**src/sv/ssd2d_sqrt.sv**
```systemverilog
// Pipelined integer square root (floor), one root bit per stage.
// No package dependency.
module ssd2d_sqrt #(
  parameter int unsigned IN_W = 65
) (
  input  logic                     clk_i,
  input  logic                     rst_ni,
  input  logic                     valid_i,
  input  logic [IN_W-1:0]          x_i,
  output logic                     valid_o,
  output logic [(IN_W+1)/2-1:0]    root_o
);

  localparam int unsigned RW  = (IN_W + 1) / 2;
  localparam int unsigned X2  = 2 * RW;
  localparam int unsigned RMW = RW + 2;

  logic [RMW-1:0] rem_q  [RW];
  logic [RW-1:0]  root_q [RW];
  logic [X2-1:0]  x_q    [RW];
  logic [RW-1:0]  v_q;

  for (genvar k = 0; k < RW; k++) begin : g_stage
    logic [RMW-1:0]   r_in;
    logic [RW-1:0]    rt_in;
    logic [X2-1:0]    x_in;
    logic [RMW+1:0]   sh, trial;
    logic             ge;

    if (k == 0) begin : g_first
      assign r_in  = '0;
      assign rt_in = '0;
      assign x_in  = X2'(x_i);
    end else begin : g_next
      assign r_in  = rem_q[k-1];
      assign rt_in = root_q[k-1];
      assign x_in  = x_q[k-1];
    end

    assign sh    = {r_in, x_in[X2-1:X2-2]};
    assign trial = (RMW+2)'({rt_in, 2'b01});
    assign ge    = (sh >= trial);

    always_ff @(posedge clk_i) begin
      rem_q[k]  <= ge ? RMW'(sh - trial) : RMW'(sh);
      root_q[k] <= {rt_in[RW-2:0], ge};
      x_q[k]    <= x_in << 2;
    end
  end

  always_ff @(posedge clk_i or negedge rst_ni) begin
    if (!rst_ni) begin
      v_q <= '0;
    end else begin
      v_q <= {v_q[RW-2:0], valid_i};
    end
  end

  assign valid_o = v_q[RW-1];
  assign root_o  = root_q[RW-1];

endmodule

```
**config.mk**
```make
export PLATFORM = sky130hd
export DESIGN_NAME = ssd2d_sqrt
export DESIGN_NICKNAME = d
export VERILOG_FILES = /design/src/sv/ssd2d_sqrt.sv
export SDC_FILE = /design/constraint.sdc
export NUM_CORES = 2
export LEC_CHECK = 0
export ABC_CLOCK_PERIOD_IN_PS = 6770
export BUFFER_PORTS_ARGS = -buffer_cell sky130_fd_sc_hd__buf_4
export CORE_MARGIN = 4
export CORE_UTILIZATION = 50
export DETAILED_ROUTE_END_ITERATION = 8
export PLACE_DENSITY = 0.63
export SKIP_CTS_REPAIR_TIMING = 1
export SLEW_MARGIN = 10
export SYNTH_ARGS = -nofsm -noshare
export SYNTH_HDL_FRONTEND = slang
export SYNTH_MEMORY_MAX_BITS = 65536
export SYNTH_SLANG_ARGS = --single-unit
```
**constraint.sdc**
```tcl
create_clock -name clk_i -period 6.77 [get_ports clk_i]
set_input_delay 1.354 -clock clk_i [delete_from_list [all_inputs] [get_ports clk_i]]
set_output_delay 1.354 -clock clk_i [all_outputs]
set_load 0.05 [all_outputs]
```
# ---- After elaboration in Yosys (flattened, before gate mapping)
# Memory sizes are Yosys's and may differ from the RTL's.
# Cells that the tools add are included.
dict set report word_totals {
  regBits 33
  latch_bits 0
  ram_bits 4356
  mem_bits_ro 0
  out_inout_bits 34
  mem_count 3
}
# memory depth word_bits rd rd_ports_with_merged_regs wr line_no
set mem_list {}
lappend mem_list {x_q 33 64 32 0 33 20} ;# logic [X2-1:0] x_q [RW];
lappend mem_list {rem_q 33 35 32 0 33 18} ;# logic [RMW-1:0] rem_q [RW];
lappend mem_list {root_q 33 33 33 0 33 19} ;# logic [RW-1:0] root_q [RW];
dict set report op_classes {
  addsub 33
  multipliers 0
  div_mod_pow 0
  order_cmp 33
  eq_ne 0
  shift 0
  muxes 33
  bitwise_logic 0
  n_reduce_logical 0
}
# cell n
set ops {}
lappend ops {{$ge 37x35->1} 32}
lappend ops {{$mux 35} 33}
lappend ops {{$sub 35x35->35} 32}
lappend ops {{$sub 1x1->2 const B} 1}
lappend ops {{$ge 1x1->1 const B} 1}

# ---- Longest topological paths before layout
# An unclocked memory read counts as a cell.
dict set report depth {
  word_depth 3
  mapped_depth 14
}

# ---- Least setup slack after synthesis
# Ideal clock, no wire load.
dict set report synth_timing {
  kind {register -> register}
  start {memory root_q[29][3] (netlist name)}
  end {memory rem_q[0][1079] (netlist name)}
  setup_time_ps 121
  arrival_time_ps 3464
  required_ps 6649
  path_slack_ps 3185
  stages_incl_launch_ff 13
  synth_period_minus_slack_ps 3585
  cell_sequence {dfxtp_1 -> inv_1 -> ha_1 -> a21oi_1 -> o21ai_0 -> a211oi_1 -> a211oi_1 -> or4_1 -> and3_1 -> a311o_1 -> a31oi_2 -> buf_2 -> mux2_2}
}
# element line_no
set synth_rtl {}
lappend synth_rtl {{from (decl)} 19}
lappend synth_rtl {{to (decl)} 18}

==> reports/metrics.yaml <==
outcome: "finished clean"
vias: 65760
area_growth_pct: 13.40
p_int_w: 0.03053
htreeDepth: 5
endpoint_kind: "flop"
min_path_type: "reg2reg"
cts_num_sinks: 2712
wirelength_um: 206200
die_area_mm2: 0.2037
netSwitchingFraction: 0.2663
synth.avg_cell_area_um2: 10.28
dpl.hpwl_um: 155600
power.share.clock: 0.375
start_kind: "flop"
port_buffers: 101
yosys_warnings: 0
synth-async-reset-ratio: 0.01217
synth_top_family_by_area: "simple AND/OR/NAND/NOR gates"
grt_max_degree: 60
finalHoldViolCount: 0
path_clk_slew_ns: 0.06
ys_seq_area_frac: 0.5542
grt_overflow: 0
die_x_um: 451.3
dr.pass1.iters: 6
netlist_instances: 9563
max_freq_ghz: 0.2312
clkLatencyLatePin_ns: 0.92
place_congestion: 0.9123
synth_nets: 10230
period_share: 0.6390
seq_power_share: 0.487
synthXorXnorAreaFrac: 0.07861
grt_use_total: 0.2004
drive_above_1_share: 0.07179
die_h_um: 451.3
rows: 162
worstMarginPinSlew_ns: 1.127
ys.flop_type: "dfxtp_1"
clockBufferDepth: 4
synth_edf_count: 0
worstPathArrival_ns: 5.06
peakVddDrop_uv: 267.4
synthAdderAreaFrac: 0.07563
ys_ff_latch: 2712
wl_per_cell_um: 16.35
finalNetCount: 10450
drc: 0
ioPinCount: 102
via_per_inst: 5.213
max_slew_margin: 0.2484
rsz0062_at_grt: "false"
layout_common_cells: "dfxtp_1, inv_1, nand2_1"
cts-root-buf: "clkbuf_16"
critPathMaxFanout: 34
synth.area.mux_share: 0.01198
drt-initial-drc-count: 3932
required_ns: 7.51
initial_utilization: 0.5034
grt_pass1_vias: 65150
fin_setup_tns_ns: 0
switchingPower_w: 0.01108
grt_pass1_wl_um: 335800
final_antenna_net_count: 0
antenna_found_initial: 3
crit_type: "reg2reg"
finalClockSkew_ns: 0.08130
synth_simple_gate_area_share: 0.1237
cts_inserted_buffers: 291
fin_hold_ws_ns: 0.2553
setup_viol: 0
synthesis.area_mm2: 0.09827
cap_violations: 0
drv_slew: 0
final_common_cell: "dfxtp_1"
p_leak_nw: 52.30
finalCriticalPeriod_ns: 4.326
cellPowerDensity_mw_per_mm2: 373.5
synth_compound_area_frac: 0.1197
tritoncts: "built"
design.core.area_mm2: 0.1952
synthDistinctLibCells: 97
p_comb_frac: 0.138
## final timing paths
| path | cells past startpoint | to | start | slack (ns) |
|---|---|---|---|---|
| max | 12 | rem_q[0][1055] | root_q[29][3] | 2.44 |
| min reg2reg | 0 | x_q[0][1983] | x_q[0][1917] | 0.26 |
| max reg2reg | 12 | rem_q[0][1055] | root_q[29][3] | 2.44 |
| min in group asynchronous | 1 | v_q[0] | rst_ni | 0.37 |
| min | 0 | x_q[0][1983] | x_q[0][1917] | 0.26 |
| max in group asynchronous | 1 | v_q[32] | rst_ni | 6.09 |
## cells by family (layout without fill, tap and decap cells)
| family | count (synthesis) | in the layout |
|---|---|---|
| AO/OA/AOI/OAI | 1883 | 1883 |
| XOR/XNOR | 882 | 882 |
| adder cells (fa/ha/maj) | 594 | 594 |
| buffers and inverters | 943 | 1367 |
| flip-flops | 2712 | 2712 |
| multiplexers | 106 | 106 |
| other | 1 | 5 |
| AND/OR/NAND/NOR | 2442 | 2442 |
## power by group through the flow
stage / Sequential, W / Clock, W / Combinational, W
after detailed placement: 0.0206 / 0 / 0.00571
after floorplan: 0.0199 / 0 / 0.00450
after CTS: 0.0203 / 0.0161 / 0.00575
final: 0.0203 / 0.0156 / 0.00574
after global placement: 0.0206 / 0 / 0.00563
after global routing: 0.0206 / 0.0167 / 0.00647
## routing by layer
layer  up-vias  wire (µm)  share of wire  global-route usage
met2      1347      99300           0.48              0.3479
met3       442       8300          0.040             0.02880
met5         -          0              0                   0
li1      33130          -              -                   -
met4         0       6280          0.030             0.06608
met1     30840      92350           0.45              0.2567
## cell usage after synthesis (23+ instances only)
library cell  count  area, µm²
nand3b_1         25      187.7
nor2b_1          80      500.5
or2_2            40      250.2
a211oi_1         51      382.9
nand2_1         608       2282
and3_1           61      381.6
a21oi_1         559       2798
inv_1           750       2815
nor2_1          577       2166
dfrtp_1          33      825.8
o31ai_1          59      442.9
a21o_1          279       2095
nand2b_1        120      750.7
mux2_2           62      698.2
dfxtp_1        2679      53630
or4_1            74      555.5
mux2_1           31      349.1
xnor2_1         433       3792
o21ai_1          23      115.1
clkbuf_1        166      623.1
nand4_1         103      644.4
xor2_1          449       3933
o21a_1          110      825.8
nand3_1         141      705.7
o211ai_1         32      240.2
or3_1           107      669.4
nor3_1          257       1286
nor4_1          136      850.8
a31oi_1          55      344.1
o21ai_0         464       2322
ha_1            594       7432
and2_1           26      162.7
o21bai_1         47      352.8
## registers in the layout (all words and copies together) (netlist names)
| register | count |
|---|---|
| x_q | 1056 |
| rem_q | 1062 |
| root_q | 561 |
| v_q | 33 |
## critical path, stage by stage, from the launching register on
cell and delay [ns]:
dfxtp_1 0.32, inv_1 0.04, ha_1 0.31, a21oi_1 0.29
o21ai_0 0.12, a211oi_1 0.52, a211oi_1 0.26, or4_1 0.58
and3_1 0.26, a311o_1 0.46, a31oi_4 0.20, buf_4 0.44
mux2_1 0.37
## final cells by class
cell class / instances / area (µm²)
fillers: 16630 / 83760
flip-flops and latches: 2712 / 54460
multi-input cells: 5908 / 40370
clock buffers: 394 / 8285
well taps: 2624 / 3283
inverters: 753 / 2826
clock inverters: 96 / 1275
repair buffers: 124 / 930.9
diodes: 4 / 10.01
## per-stage QoR
step / cell area, µm² / setup WS (ns) / std cells / power [W] / utilization
after global routing: 111400 / 2.142 / 12610 / 0.04376 / 0.5709
after floorplan: 98270 / 3.185 / 9563 / 0.02439 / -
final: 111400 / 2.444 / 12620 / 0.04162 / 0.5709
after detailed placement: 101900 / 2.546 / 12120 / 0.02635 / 0.5219
after CTS: 111400 / 2.537 / 12610 / 0.04212 / 0.5709
after global placement: 101900 / 2.566 / 12120 / 0.02624 / 0.5219
(Power assumes the default switching activity.)
